==> src/hw/rtl/sss_pkg.sv <==
`timescale 1ns / 1ps

package sss_pkg;

    // Default coordinate width of the stored position and velocity
    localparam int COORD_WIDTH_DEF = 32;

    // Fixed widths of the ports
    localparam int IN_W    = 32;
    localparam int CFG_W   = 31;
    localparam int CFG_IDX_W = 2;

    // Arithmetic widths: magnitudes below 2^31, products, sum of squares
    localparam int MUL_W   = 31;
    localparam int PROD_W  = 2 * MUL_W;
    localparam int ACC_W   = 64;
    localparam int ROOT_W  = 32;
    localparam int REM_W   = ROOT_W + 2;

    // Vector components
    localparam int VEC_N    = 3;
    localparam int LAST_IDX = VEC_N - 1;

    // Iteration counts of the root and divide units
    localparam int SQRT_STEPS = ROOT_W;
    localparam int DIV_STEPS  = MUL_W;
    localparam int CNT_W      = $clog2(SQRT_STEPS);

    // Register indexes
    localparam logic [CFG_IDX_W-1:0] REG_MAX_SPEED  = 2'd0;
    localparam logic [CFG_IDX_W-1:0] REG_MAX_FORCE  = 2'd1;
    localparam logic [CFG_IDX_W-1:0] REG_HIT_RADIUS = 2'd2;

    localparam logic [CFG_W-1:0] HIT_RADIUS_RST = 31'd131072;

    // Opcodes
    typedef enum logic [1:0] {
        OP_TICK   = 2'd0,
        OP_LAUNCH = 2'd1,
        OP_LOADV  = 2'd2
    } op_t;

    // Datapath operations
    typedef enum logic [4:0] {
        DP_NONE,
        DP_CAPTURE,
        DP_LAUNCH,
        DP_LOADV,
        DP_DIFF,
        DP_MAG,
        DP_SHIFT,
        DP_SQ,
        DP_ACC,
        DP_LIMSQ,
        DP_HIT,
        DP_TLATCH,
        DP_ZERO,
        DP_SQRT_INIT,
        DP_SQRT_STEP,
        DP_MULQ,
        DP_DIV_INIT,
        DP_DIV_STEP,
        DP_STORE,
        DP_SUBV,
        DP_ADDV,
        DP_SETV,
        DP_MOVE,
        DP_OUT
    } dp_op_t;

    // Which limit feeds the multiplier
    typedef enum logic [1:0] {
        LIM_SPEED,
        LIM_FORCE,
        LIM_RADIUS
    } lim_t;

    typedef struct packed {
        dp_op_t      op;
        logic [1:0]  idx;
        lim_t        lim;
    } cmd_t;

    typedef struct packed {
        logic [1:0] opcode;
        logic       mag_small;
        logic       big;
        logic       acc_zero;
        logic       acc_gt;
    } sts_t;

endpackage

==> src/hw/rtl/sss_ctrl.sv <==
`timescale 1ns / 1ps

module sss_ctrl (
    input  logic            clk,
    input  logic            rst_n,
    input  logic            in_valid,
    output logic            in_ready,
    output logic            out_valid,
    input  logic            out_ready,
    input  sss_pkg::sts_t   sts,
    output sss_pkg::cmd_t   cmd
);

    typedef enum logic [4:0] {
        S_IDLE,
        S_DISPATCH,
        S_DIFF,
        S_MAG,
        S_SHIFT,
        S_SQ,
        S_ACC,
        S_LIM,
        S_DECIDE,
        S_TLATCH,
        S_ZERO,
        S_SQRT_INIT,
        S_SQRT,
        S_MULQ,
        S_DIV_INIT,
        S_DIV,
        S_STORE,
        S_NEXT,
        S_MOVE,
        S_OUT
    } state_t;

    // Which vector the shared clamp sequence is working on
    typedef enum logic [1:0] {
        PH_HIT,
        PH_DESIRE,
        PH_FORCE,
        PH_SPEED
    } phase_t;

    state_t                     state_reg;
    phase_t                     phase_reg;
    logic [sss_pkg::CNT_W-1:0]  cnt_reg;
    logic [1:0]                 idx_reg;
    logic                       out_valid_reg;
    logic                       out_load;

    assign in_ready  = (state_reg == S_IDLE);
    assign out_valid = out_valid_reg;
    assign out_load  = (state_reg == S_OUT) && (!out_valid_reg || out_ready);

    // Command decode
    always_comb
    begin
        cmd.op  = sss_pkg::DP_NONE;
        cmd.idx = idx_reg;
        unique case (phase_reg)
            PH_HIT:   cmd.lim = sss_pkg::LIM_RADIUS;
            PH_FORCE: cmd.lim = sss_pkg::LIM_FORCE;
            default:  cmd.lim = sss_pkg::LIM_SPEED;
        endcase
        unique case (state_reg)
            S_IDLE:
            begin
                if (in_valid)
                begin
                    cmd.op = sss_pkg::DP_CAPTURE;
                end
            end
            S_DISPATCH:
            begin
                case (sts.opcode)
                    sss_pkg::OP_LAUNCH: cmd.op = sss_pkg::DP_LAUNCH;
                    sss_pkg::OP_LOADV:  cmd.op = sss_pkg::DP_LOADV;
                    default:            cmd.op = sss_pkg::DP_NONE;
                endcase
            end
            S_DIFF:      cmd.op = sss_pkg::DP_DIFF;
            S_MAG:       cmd.op = sss_pkg::DP_MAG;
            S_SHIFT:     cmd.op = sss_pkg::DP_SHIFT;
            S_SQ:        cmd.op = sss_pkg::DP_SQ;
            S_ACC:       cmd.op = sss_pkg::DP_ACC;
            S_LIM:       cmd.op = sss_pkg::DP_LIMSQ;
            S_DECIDE:
            begin
                if (phase_reg == PH_HIT)
                begin
                    cmd.op = sss_pkg::DP_HIT;
                end
            end
            S_TLATCH:    cmd.op = sss_pkg::DP_TLATCH;
            S_ZERO:      cmd.op = sss_pkg::DP_ZERO;
            S_SQRT_INIT: cmd.op = sss_pkg::DP_SQRT_INIT;
            S_SQRT:      cmd.op = sss_pkg::DP_SQRT_STEP;
            S_MULQ:      cmd.op = sss_pkg::DP_MULQ;
            S_DIV_INIT:  cmd.op = sss_pkg::DP_DIV_INIT;
            S_DIV:       cmd.op = sss_pkg::DP_DIV_STEP;
            S_STORE:     cmd.op = sss_pkg::DP_STORE;
            S_NEXT:
            begin
                unique case (phase_reg)
                    PH_DESIRE: cmd.op = sss_pkg::DP_SUBV;
                    PH_FORCE:  cmd.op = sss_pkg::DP_ADDV;
                    default:   cmd.op = sss_pkg::DP_SETV;
                endcase
            end
            S_MOVE:      cmd.op = sss_pkg::DP_MOVE;
            S_OUT:
            begin
                if (out_load)
                begin
                    cmd.op = sss_pkg::DP_OUT;
                end
            end
            default:     cmd.op = sss_pkg::DP_NONE;
        endcase
    end

    // State, counters and output valid
    always_ff @(posedge clk or negedge rst_n)
    begin
        if (!rst_n)
        begin
            state_reg     <= S_IDLE;
            phase_reg     <= PH_HIT;
            cnt_reg       <= '0;
            idx_reg       <= '0;
            out_valid_reg <= 1'b0;
        end
        else
        begin
            // result taken and no new word loaded this cycle
            if (out_valid_reg && out_ready && !out_load)
            begin
                out_valid_reg <= 1'b0;
            end
            unique case (state_reg)
                S_IDLE:
                begin
                    if (in_valid)
                    begin
                        state_reg <= S_DISPATCH;
                    end
                end
                S_DISPATCH:
                begin
                    if (sts.opcode == sss_pkg::OP_TICK)
                    begin
                        phase_reg <= PH_HIT;
                        state_reg <= S_DIFF;
                    end
                    else
                    begin
                        state_reg <= S_OUT;
                    end
                end
                S_DIFF:
                begin
                    state_reg <= S_MAG;
                end
                S_MAG:
                begin
                    idx_reg   <= '0;
                    state_reg <= S_SHIFT;
                end
                S_SHIFT:
                begin
                    if (sts.mag_small)
                    begin
                        state_reg <= S_SQ;
                    end
                end
                S_SQ:
                begin
                    state_reg <= S_ACC;
                end
                S_ACC:
                begin
                    if (idx_reg == 2'(sss_pkg::LAST_IDX))
                    begin
                        state_reg <= S_LIM;
                    end
                    else
                    begin
                        idx_reg   <= idx_reg + 2'd1;
                        state_reg <= S_SQ;
                    end
                end
                S_LIM:
                begin
                    state_reg <= S_DECIDE;
                end
                S_DECIDE:
                begin
                    unique case (phase_reg)
                        PH_HIT:
                        begin
                            state_reg <= S_TLATCH;
                        end
                        PH_DESIRE:
                        begin
                            state_reg <= sts.acc_zero ? S_ZERO : S_SQRT_INIT;
                        end
                        default:
                        begin
                            state_reg <= (sts.big || sts.acc_gt) ? S_SQRT_INIT : S_NEXT;
                        end
                    endcase
                end
                S_TLATCH:
                begin
                    phase_reg <= PH_DESIRE;
                    state_reg <= S_DIFF;
                end
                S_ZERO:
                begin
                    state_reg <= S_NEXT;
                end
                S_SQRT_INIT:
                begin
                    cnt_reg   <= '0;
                    state_reg <= S_SQRT;
                end
                S_SQRT:
                begin
                    if (cnt_reg == sss_pkg::CNT_W'(sss_pkg::SQRT_STEPS - 1))
                    begin
                        idx_reg   <= '0;
                        state_reg <= S_MULQ;
                    end
                    else
                    begin
                        cnt_reg <= cnt_reg + 1'b1;
                    end
                end
                S_MULQ:
                begin
                    state_reg <= S_DIV_INIT;
                end
                S_DIV_INIT:
                begin
                    cnt_reg   <= '0;
                    state_reg <= S_DIV;
                end
                S_DIV:
                begin
                    if (cnt_reg == sss_pkg::CNT_W'(sss_pkg::DIV_STEPS - 1))
                    begin
                        state_reg <= S_STORE;
                    end
                    else
                    begin
                        cnt_reg <= cnt_reg + 1'b1;
                    end
                end
                S_STORE:
                begin
                    if (idx_reg == 2'(sss_pkg::LAST_IDX))
                    begin
                        state_reg <= S_NEXT;
                    end
                    else
                    begin
                        idx_reg   <= idx_reg + 2'd1;
                        state_reg <= S_MULQ;
                    end
                end
                S_NEXT:
                begin
                    unique case (phase_reg)
                        PH_DESIRE:
                        begin
                            phase_reg <= PH_FORCE;
                            state_reg <= S_MAG;
                        end
                        PH_FORCE:
                        begin
                            phase_reg <= PH_SPEED;
                            state_reg <= S_MAG;
                        end
                        default:
                        begin
                            state_reg <= S_MOVE;
                        end
                    endcase
                end
                S_MOVE:
                begin
                    state_reg <= S_OUT;
                end
                S_OUT:
                begin
                    if (out_load)
                    begin
                        out_valid_reg <= 1'b1;
                        state_reg     <= S_IDLE;
                    end
                end
                default:
                begin
                    state_reg <= S_IDLE;
                end
            endcase
        end
    end

endmodule

==> config.mk <==
export PLATFORM = sky130hd
export DESIGN_NAME = sss_ctrl
export DESIGN_NICKNAME = d
export VERILOG_FILES = /design/src/hw/rtl/sss_pkg.sv /design/src/hw/rtl/sss_ctrl.sv
export SDC_FILE = /design/constraint.sdc
export NUM_CORES = 1
export LEC_CHECK = 0
export BUFFER_PORTS_ARGS = -buffer_cell sky130_fd_sc_hd__buf_4
export CORE_MARGIN = 8
export CORE_UTILIZATION = 52
export CTS_BUF_LIST = sky130_fd_sc_hd__clkbuf_16
export DETAILED_ROUTE_END_ITERATION = 12
export GPL_TIMING_DRIVEN = 0
export PLACE_DENSITY = 0.73
export SLEW_MARGIN = 20
export SYNTH_ARGS = -nofsm -noshare
export SYNTH_HDL_FRONTEND = slang
export SYNTH_SLANG_ARGS = --single-unit
==> constraint.sdc <==
create_clock -name clk -period 4.45 [get_ports clk]
set_clock_uncertainty 0.1 [all_clocks]
set_input_delay 0.6675 -clock clk [delete_from_list [all_inputs] [get_ports clk]]
set_output_delay 0.6675 -clock clk [all_outputs]
set_load 0.01 [all_outputs]
==> flow_summary_export.csv, run 1 <==
group,metric,value,unit
run_status,status,"finished clean",
logic_synthesis,synth_area,0.00150,sq mm
floorplan,start_util,54.5,%
power,netSwitchingFraction,47.9,%
clock_tree,cts-htree-levels,1,
power,intPower,0.684,mW
global_routing,grt_pass1_vias,1634,
layout,layout-drive-gt1-share,19.1,%
layout,fillers,253,
logic_synthesis,synth_edf_count,0,
worst_setup_path,cp.required,3.68,ns
power,p_per_area,741,mW/mm^2
power,ir_worst_vdd,532,uV
clock_tree,clk_latency,0.25,ns
sta,finalSetupViolations,0,
global_routing,antenna_found_initial,0,
logic_synthesis,avgSynthCellArea,8.12,sq um
placement,gp_congestion,1.02,
global_routing,gr-total-overflow,0,
worst_setup_path,max_stage_delay,0.40,ns
worst_setup_path,worstPathMaxFanout,10,
worst_setup_path,critPathLaunchType,"flop",
logic_synthesis,synthCells,185,
worst_setup_path,reg2reg_slack,2.16,ns
layout,area_growth,17.8,%
sta,max_freq,359,MHz
sta,finalHoldViolations,0,
worst_setup_path,crit_chain,"buf_2 -> buf_2 -> buf_1 -> nor2_1 -> a21oi_1 -> a21oi_1 -> nand3_1 -> buf_4",
logic_synthesis,synthTopCellsByArea,"dfrtp_1 25%, ha_1 8.3%, o21ai_0 5.3%, a21oi_1 4.0%, inv_1 3.5%",
sta,rsz0062_at_grt,"false",
min_path,hp-class,"input port to async pin",
sta,slew_headroom,61.2,%
power,clockPowerShare,13.5,%
logic_synthesis,synthArstFlopShare,100,%
detailed_routing,ant_nets,0,
clock_tree,cts_resized,0,
layout,num_antenna_cells,0,
detailed_routing,drt-initial-drc-count,155,
detailed_routing,wire_per_inst,19.2,microns
detailed_routing,remaining_drc_errors,0,
worst_setup_path,worstRegToRegCells,7,
logic_synthesis,syn_nets,205,
power,p_sw,0.629,mW
layout,final_common_cell,"buf_4",
sta,final.min_clock_period,2.78,ns
worst_setup_path,reg2reg_to,"state_reg[2]",
logic_synthesis,yosys_warnings,0,
global_routing,grt_pass1_wl,7900,microns
floorplan,rows,19,
global_routing,grt_use_total,19.4,%
placement,io_buffers,20,
clock_tree,clk_pin_slew,0.05,ns
sta,worst_pin_slew,0.581,ns
logic_synthesis,ys.flop_type,"dfrtp_1",
power,p_leak,0.808,nW
run,maxCapViolCount,0,
global_routing,grt_max_degree,16,
sta,fin_ws,1.67,ns
floorplan,die-area,0.00487,sq mm
detailed_routing,via_per_inst,6.74,
clock_tree,root_buffer,"clkbuf_16",
worst_setup_path,crit_type,"flop to output port",
logic_synthesis,yosysTopAreaCell,"dfrtp_1",
clock_tree,cts_hold_buf,0,
detailed_routing,drt_pass1_iterations,7,
layout,final_cell_mix,"22 x buf_4, 16 x o21ai_0, 15 x inv_1, 15 x dfrtp_1",
placement,dp_slack,2.00,ns
clock_tree,cts_tree,"done",
clock_tree,cts_inserted_buffers,3,
clock_tree,postCtsSetupBuffers,0,
layout,fin_nets,230,
power,seqPwrFrac,18.3,%
sta,slew_violations,0,
layout,postLayoutCoreUtil,64.2,%
sta,setup_tns,0,ns
logic_synthesis,synth_top_area_share,25.0,%
clock_tree,numClockSinks,15,
placement,dp_hpwl,3410,microns
clock_tree,cts_max_path_buffers,2,
worst_setup_path,reg2reg_from,"cnt_reg[0]",
floorplan,core-area,0.00276,sq mm
floorplan,die_height,69.8,microns
detailed_routing,routed_wl,4610,microns
floorplan,die_width,69.8,microns
detailed_routing,dr_total_vias,1617,
sta,finalCritPeriodShare,62.5,%
worst_setup_path,slowest_stage,"buf_1",
worst_setup_path,cp.arrival,2.01,ns
logic_synthesis,seq_area_frac_synth,25.0,%
logic_synthesis,ys_seq_elements,15,
logic_synthesis,ys_types,56,
power,p_comb_share,68.3,%
worst_setup_path,endpoint_kind,"output port",
floorplan,ioPinCount,21,
power,p_total,1.31,mW
how the worst max path moves through the flow:
stage / endpoint / slack (ns) / start
2_1_floorplan: cmd[5] / 2.27 / sts[4]
3_3_place_gp: cmd[4] / 1.95 / state_reg[1]
3_5_place_dp: cmd[4] / 2.00 / state_reg[1]
4_1_cts: cmd[4] / 1.72 / state_reg[1]
5_1_grt: cmd[5] / 1.57 / state_reg[1]
6_report: cmd[4] / 1.67 / state_reg[1]
cells in the mapped netlist, drive strengths merged (3+ instances only):
cell and instances:
nand2b 6, inv 14, nand3 5, dfrtp 15, and3b 3, and3 3, o21ai 16, nor4 8
or3b 3, a21oi 12, buf 13, or3 4, nor4b 4, nor2 9, nand2 12, o221ai 3
o32a 3, or2 3, ha 10
power by group through the flow:
| stage | logic, mW | clock network, mW | registers [mW] |
|---|---|---|---|
| floorplan | 0.618 | 0 | 0.232 |
| global placement | 0.865 | 0 | 0.238 |
| detailed placement | 0.870 | 0 | 0.241 |
| CTS | 0.878 | 0.179 | 0.239 |
| global route | 0.994 | 0.185 | 0.246 |
| finish | 0.896 | 0.177 | 0.240 |
final cells by class:
type | count | area [sq um] | share of cell area (%)
plain buffers | 13 | 90.1 | 5.09
clock buffers | 3 | 75.1 | 4.24
clock inverters | 1 | 3.75 | 0.212
well taps | 31 | 38.8 | 2.19
flip-flops and latches | 15 | 375 | 21.2
inverters | 14 | 52.6 | 2.97
repair buffers | 20 | 150 | 8.48
multi-input cells | 143 | 985 | 55.6
logic make-up (layout without fill, tap and decap cells):
| kind of cell | after synthesis | count (layout) | share of synthesized area, % |
|---|---|---|---|
| simple gates | 73 | 73 | 29.5 |
| fa+ha+maj | 10 | 10 | 8.33 |
| flops | 15 | 15 | 25.0 |
| buf+inv | 27 | 51 | 9.49 |
| xor+xnor | 2 | 2 | 1.17 |
| compound gates | 55 | 55 | 24.5 |
| mux | 3 | 3 | 2.08 |
metal layers:
layer  vias to the layer above  track usage (%)  part of all wire (%)
li1                        734                -                     -
met1                       772             25.3                    44
met2                        91             29.9                    44
met3                        20             4.43                   9.8
met4                         0             8.04                   2.3
met5                         -                0                     0
stage by stage:
stage / std cells / hold slack [ns] / area (sq um)
2_1_floorplan: 185 / 0.272 / 1500
3_3_place_gp: 236 / 0.405 / 1690
3_5_place_dp: 236 / 0.419 / 1690
4_1_cts: 240 / 0.172 / 1770
5_1_grt: 240 / 0.187 / 1770
6_report: 240 / 0.163 / 1770
worst max-delay path, delay by kind of cell, from the launching register on:
family                 cells  cell delay (ns)
buffers and inverters      4             0.95
flip-flops                 1             0.33
AO/OA/AOI/OAI              2             0.28
AND/OR/NAND/NOR            2             0.19
(Power assumes the default switching activity.)
==> inputs of run 2 (changes only) <==
--- a/config.mk
+++ b/config.mk
@@ -11,7 +11,7 @@
 export CTS_BUF_LIST = sky130_fd_sc_hd__clkbuf_16
 export DETAILED_ROUTE_END_ITERATION = 12
 export GPL_TIMING_DRIVEN = 0
-export PLACE_DENSITY = 0.73
+export PLACE_DENSITY = 0.76
 export SLEW_MARGIN = 20
 export SYNTH_ARGS = -nofsm -noshare
 export SYNTH_HDL_FRONTEND = slang
==> constraint.sdc (replaced) <==
create_clock -name clk -period 2.3 [get_ports clk]
set_clock_uncertainty 0.1 [all_clocks]
set_input_delay 0.345 -clock clk [delete_from_list [all_inputs] [get_ports clk]]
set_output_delay 0.345 -clock clk [all_outputs]
set_load 0.01 [all_outputs]
==> run 2 against run 1 <==
Against the previous run:
- setup slack got worse by 1.6 ns
- die area did not move
- via count fell by 0.87%
- largest power group unchanged
==> flow_summary_export.csv, run 2 (same netlist as run 1, synthesis figures left out) <==
group,metric,value,unit
placement,gp_congestion,1.00,
worst_setup_path,critPathTopFamily,"buffers and inverters",
detailed_routing,dr_total_vias,1603,
worst_setup_path,max_stage_delay,0.49,ns
run,maxCapViolCount,0,
clock_tree,cts_max_path_buffers,2,
global_routing,grt_max_degree,16,
detailed_routing,routed_wl,4640,microns
sta,slew_violations,0,
detailed_routing,wire_per_inst,19.2,microns
clock_tree,cts-htree-levels,1,
min_path,hp-class,"input port to async pin",
placement,dp_hpwl,3420,microns
placement,dp_slack,0.0184,ns
run_status,status,"finished clean",
layout,area_growth,21.8,%
clock_tree,numClockSinks,15,
clock_tree,cts_inserted_buffers,3,
floorplan,ioPinCount,21,
placement,dp_cells,236,
sta,max_freq,443,MHz
power,p_leak,0.827,nW
power,p_per_area,1440,mW/mm^2
placement,io_buffers,20,
detailed_routing,via_per_inst,6.62,
sta,slew_headroom,70.8,%
sta,finalSetupViolations,0,
worst_setup_path,endpoint_kind,"output port",
floorplan,die-area,0.00487,sq mm
layout,fin_nets,232,
worst_setup_path,worstPathMaxFanout,11,
worst_setup_path,crit_chain,"buf_4 -> clkbuf_4 -> nor2_2 -> a21oi_1 -> a21oi_1 -> nand3_1 -> buf_4",
worst_setup_path,crit_type,"flop to output port",
worst_setup_path,cp_num_buf_inv,3,
detailed_routing,ant_nets,0,
global_routing,grt_use_total,18.6,%
global_routing,antenna_found_initial,0,
sta,worst_pin_slew,0.432,ns
layout,final_common_cell,"buf_4",
global_routing,grt_pass1_wl,7680,microns
sta,fin_ws,0.0435,ns
floorplan,start_util,54.5,%
worst_setup_path,slowest_stage,"dfrtp_2",
sta,final.min_clock_period,2.26,ns
layout,final_cell_mix,"26 x buf_4, 16 x o21ai_0, 15 x inv_1",
clock_tree,cts_tree,"done",
detailed_routing,drt-initial-drc-count,249,
clock_tree,clk_pin_slew,0.05,ns
layout,final_cells,242,
power,ir_worst_vdd,1130,uV
floorplan,rows,19,
worst_setup_path,critPathLaunchType,"flop",
layout,num_antenna_cells,0,
sta,finalHoldViolations,0,
worst_setup_path,cp.arrival,1.81,ns
detailed_routing,drt_pass1_iterations,5,
sta,finalCritPeriodShare,98.1,%
floorplan,core-area,0.00276,sq mm
global_routing,gr-total-overflow,0,
clock_tree,clk_latency,0.25,ns
global_routing,grt_pass1_vias,1572,
worst_setup_path,cp.required,1.86,ns
detailed_routing,remaining_drc_errors,0,
floorplan,die_height,69.8,microns
clock_tree,root_buffer,"clkbuf_16",
floorplan,die_width,69.8,microns
layout,layout-drive-gt1-share,22.7,%
==> run 2: cell count changes in the layout (fill, tap and decap cells not counted), moves of 2 or more <==
cell / delta
buf_2: -3
clkbuf_4: +2
buf_1: -2
buf_4: +4
==> run 2: through the flow <==
stage / TNS, ns / hold slack [ns] / util [%] / cell area [sq um] / power (mW)
3_3_place_gp: 0 / 0.106 / 61.3 / 1690 / 2.14
5_1_grt: -0.0174 / 0.427 / 66.4 / 1830 / 2.84
3_5_place_dp: 0 / 0.112 / 61.3 / 1690 / 2.17
4_1_cts: 0 / 0.391 / 64.8 / 1790 / 2.53
6_report: 0 / 0.389 / 66.4 / 1830 / 2.64
2_1_floorplan: 0 / -0.0506 / - / 1500 / 1.64
==> run 2: what timing repair did <==
item	CTS	global route
setup buffers	0	2
endpoints found under the hold margin	15	0
hold buffers	1	0
resized for setup	4	9
setup endpoints to repair	4	4
==> run 2: report_power, final <==
| part | switching [mW] | internal (mW) | leakage, nW |
|---|---|---|---|
| Combinational | 1.02 | 0.783 | 0.595 |
| Sequential | 0.121 | 0.375 | 0.189 |
| Clock | 0.108 | 0.230 | 0.0423 |
==> run 2: routing by layer <==
metal  vias to the layer above  GRT usage, %  routed length [microns]
met5                         -             0                        0
met4                         0          6.25                       59
met3                         9          3.72                      431
met2                        91          29.3                     2120
met1                       764          24.4                     2020
li1                        739             -                        -
==> run 2: path summary, 6_finish.rpt <==
check / cells after the start / from / slack, ns / to
min in group clk: 2 / cnt_reg[4] / 0.42 / cnt_reg[4]
hold reg to reg: 2 / cnt_reg[4] / 0.42 / cnt_reg[4]
setup / recovery: 7 / state_reg[1] / 0.04 / cmd[4]
hold / removal: 2 / rst_n / 0.39 / state_reg[2]
setup reg to reg: 7 / cnt_reg[0] / 0.15 / state_reg[2]
max in group asynchronous: 2 / rst_n / 1.52 / state_reg[1]
==> run 2: area by class of cell <==
type / count / area, sq um
Tap cell: 31 / 38.8
Fill cell: 224 / 927
Clock buffer: 3 / 75.1
Multi-Input combinational cell: 143 / 1010
Buffer: 12 / 97.6
Sequential cell: 15 / 377
Inverter: 14 / 52.6
Timing Repair Buffer: 23 / 175
Clock inverter: 1 / 3.75
==> inputs of run 3 (changes only) <==
--- a/config.mk
+++ b/config.mk
@@ -6,12 +6,12 @@
 export NUM_CORES = 1
 export LEC_CHECK = 0
 export BUFFER_PORTS_ARGS = -buffer_cell sky130_fd_sc_hd__buf_4
-export CORE_MARGIN = 8
+export CORE_MARGIN = 10
 export CORE_UTILIZATION = 52
 export CTS_BUF_LIST = sky130_fd_sc_hd__clkbuf_16
 export DETAILED_ROUTE_END_ITERATION = 12
 export GPL_TIMING_DRIVEN = 0
-export PLACE_DENSITY = 0.76
+export PLACE_DENSITY = 0.73
 export SLEW_MARGIN = 20
 export SYNTH_ARGS = -nofsm -noshare
 export SYNTH_HDL_FRONTEND = slang
==> constraint.sdc (replaced) <==
create_clock -name clk -period 2.53 [get_ports clk]
set_clock_uncertainty 0.1 [all_clocks]
set_input_delay 0.3795 -clock clk [delete_from_list [all_inputs] [get_ports clk]]
set_output_delay 0.3795 -clock clk [all_outputs]
set_load 0.01 [all_outputs]
==> run 3 against run 2 <==
Against the previous run:
- hold slack better by 0.031 ns
- sequential power is 15% lower
- sequential share of layout area is 0.48 points higher
- via count is 0.69% higher
- sequential cell count stayed put
- cell count is 0.41% lower
- combinational power is 13% lower
- core utilization is 1.7 points lower
- cell area is 2.6% lower
- critical path type unchanged
- critical endpoint unchanged
==> flow_summary_export.csv, run 3 (same netlist as run 1, synthesis figures left out) <==
group,metric,value,unit
placement,dp_cells,236,
detailed_routing,wire_per_inst,18.8,microns
sta,slew_violations,0,
power,ir_worst_vdd,855,uV
layout,final_cells,241,
power,netSwitchingFraction,47.8,%
global_routing,grt_max_degree,16,
floorplan,die_height,73.8,microns
detailed_routing,drt-initial-drc-count,293,
floorplan,die-area,0.00544,sq mm
worst_setup_path,reg2reg_to,"state_reg[2]",
sta,final.min_clock_period,2.37,ns
layout,num_antenna_cells,0,
detailed_routing,drt_pass1_iterations,5,
worst_setup_path,cp.arrival,1.89,ns
power,p_comb_share,68.4,%
layout,area_growth,18.7,%
worst_setup_path,cp.required,2.05,ns
placement,dp_hpwl,3360,microns
worst_setup_path,worstRegToRegCells,7,
clock_tree,cts_max_path_buffers,2,
sta,hold_ws,0.421,ns
run,maxCapViolCount,0,
run_status,status,"finished clean",
worst_setup_path,endpoint_kind,"output port",
placement,io_buffers,20,
sta,max_freq,423,MHz
global_routing,grt_use_total,16.9,%
power,p_per_area,1290,mW/mm^2
clock_tree,numClockSinks,15,
detailed_routing,via_per_inst,6.70,
clock_tree,root_buffer,"clkbuf_16",
detailed_routing,remaining_drc_errors,0,
layout,layout-drive-gt1-share,20.0,%
layout,regArea,375,sq um
floorplan,core-area,0.00276,sq mm
worst_setup_path,crit_chain,"buf_2 -> buf_2 -> clkbuf_2 -> nor2_1 -> a21oi_1 -> a21oi_1 -> nand3_1 -> buf_4",
worst_setup_path,crit_type,"flop to output port",
floorplan,ioPinCount,21,
sta,fin_ws,0.164,ns
layout,final_cell_mix,"22 x buf_4, 16 x o21ai_0, 15 x inv_1, 15 x dfrtp_1",
detailed_routing,ant_nets,0,
detailed_routing,routed_wl,4520,microns
worst_setup_path,reg2reg_slack,0.22,ns
clock_tree,cts_tree,"done",
worst_setup_path,max_stage_delay,0.38,ns
floorplan,rows,19,
clock_tree,cts-htree-levels,1,
sta,finalSetupViolations,0,
power,clockPowerShare,13.3,%
min_path,hp-class,"input port to async pin",
floorplan,die_width,73.8,microns
worst_setup_path,slowest_stage,"dfrtp_1",
clock_tree,cts_inserted_buffers,3,
power,p_total,2.31,mW
sta,rsz0062_at_grt,"false",
global_routing,antenna_found_initial,0,
layout,multi_input_area,985,sq um
clock_tree,clk_pin_slew,0.05,ns
worst_setup_path,critPathLaunchType,"flop",
power,p_sw,1.10,mW
detailed_routing,dr_total_vias,1614,
layout,final_common_cell,"buf_4",
placement,gp_congestion,0.994,
global_routing,grt_pass1_wl,7370,microns
layout,fillers,241,
sta,slew_headroom,65.0,%
layout,fin_nets,231,
worst_setup_path,reg2reg_from,"cnt_reg[0]",
clock_tree,clk_latency,0.25,ns
global_routing,gr-total-overflow,0,
power,intPower,1.21,mW
floorplan,start_util,54.5,%
sta,finalHoldViolations,0,
global_routing,grt_pass1_vias,1505,
placement,dp_slack,0.239,ns
worst_setup_path,worstPathMaxFanout,10,
sta,worst_pin_slew,0.517,ns
power,seqPwrFrac,18.3,%
sta,finalCritPeriodShare,93.5,%
power,p_leak,0.818,nW
sta,setup_tns,0,ns
-- run 3: cell types whose count changed in the layout (fill, tap and decap cells not counted), sizes merged --
| cell | delta |
|---|---|
| buf | -1 |
-- run 3: critical path, delay by kind of cell, from the launching register on --
family | cells | cell delay [ns]
buffers and inverters | 4 | 0.76
and+or+nand+nor | 2 | 0.27
AOI/OAI and AO/OA | 2 | 0.24
DFF | 1 | 0.38
-- run 3: what timing repair did --
| item | in CTS | in global routing |
|---|---|---|
| hold buffers | 1 | 0 |
| setup buffers | 0 | 0 |
| setup endpoints to repair | 0 | 4 |
| gates resized for setup | 0 | 2 |
| endpoints found under the hold margin | 15 | 0 |
-- run 3: worst max path at each step --
stage,slack [ns],end,start,cells after the start
after global routing,0.06,state_reg[2],cnt_reg[0],7
after global placement,0.28,state_reg[2],cnt_reg[0],7
after detailed placement,0.24,state_reg[2],cnt_reg[0],7
final,0.16,cmd[4],state_reg[1],8
after floorplan,0.47,state_reg[2],cnt_reg[0],7
after CTS,0.05,cmd[4],state_reg[1],8
-- run 3: per-layer routing --
metal / global-route usage (%) / share of wire [%] / up-vias
met5: 0 / 0 / -
met4: 6.83 / 2.8 / 0
met3: 4.71 / 9.5 / 18
met2: 25.6 / 46 / 103
met1: 21.9 / 42 / 751
li1: - / - / 742
-- run 3: stage by stage --
step,util (%),instance area [sq um]
floorplan,-,1500
global placement,61.3,1690
detailed placement,61.3,1690
CTS,64.6,1780
global route,64.7,1780
finish,64.7,1780
-- run 3: cell type report --
type	count	area share (%)
Buffer	13	5.19
Tap cell	31	2.18
Clock buffer	3	4.21
Multi-Input combinational cell	143	55.2
Timing Repair Buffer	21	8.98
Inverter	14	2.95
Sequential cell	15	21.1
Clock inverter	1	0.211
-- run 3: power groups by stage --
| stage | Combinational [mW] | Sequential (mW) | Clock (mW) |
|---|---|---|---|
| finish | 1.58 | 0.423 | 0.306 |
| detailed placement | 1.54 | 0.424 | 0 |
| CTS | 1.55 | 0.422 | 0.311 |
| global route | 1.72 | 0.442 | 0.326 |
| global placement | 1.52 | 0.419 | 0 |
| floorplan | 1.09 | 0.408 | 0 |
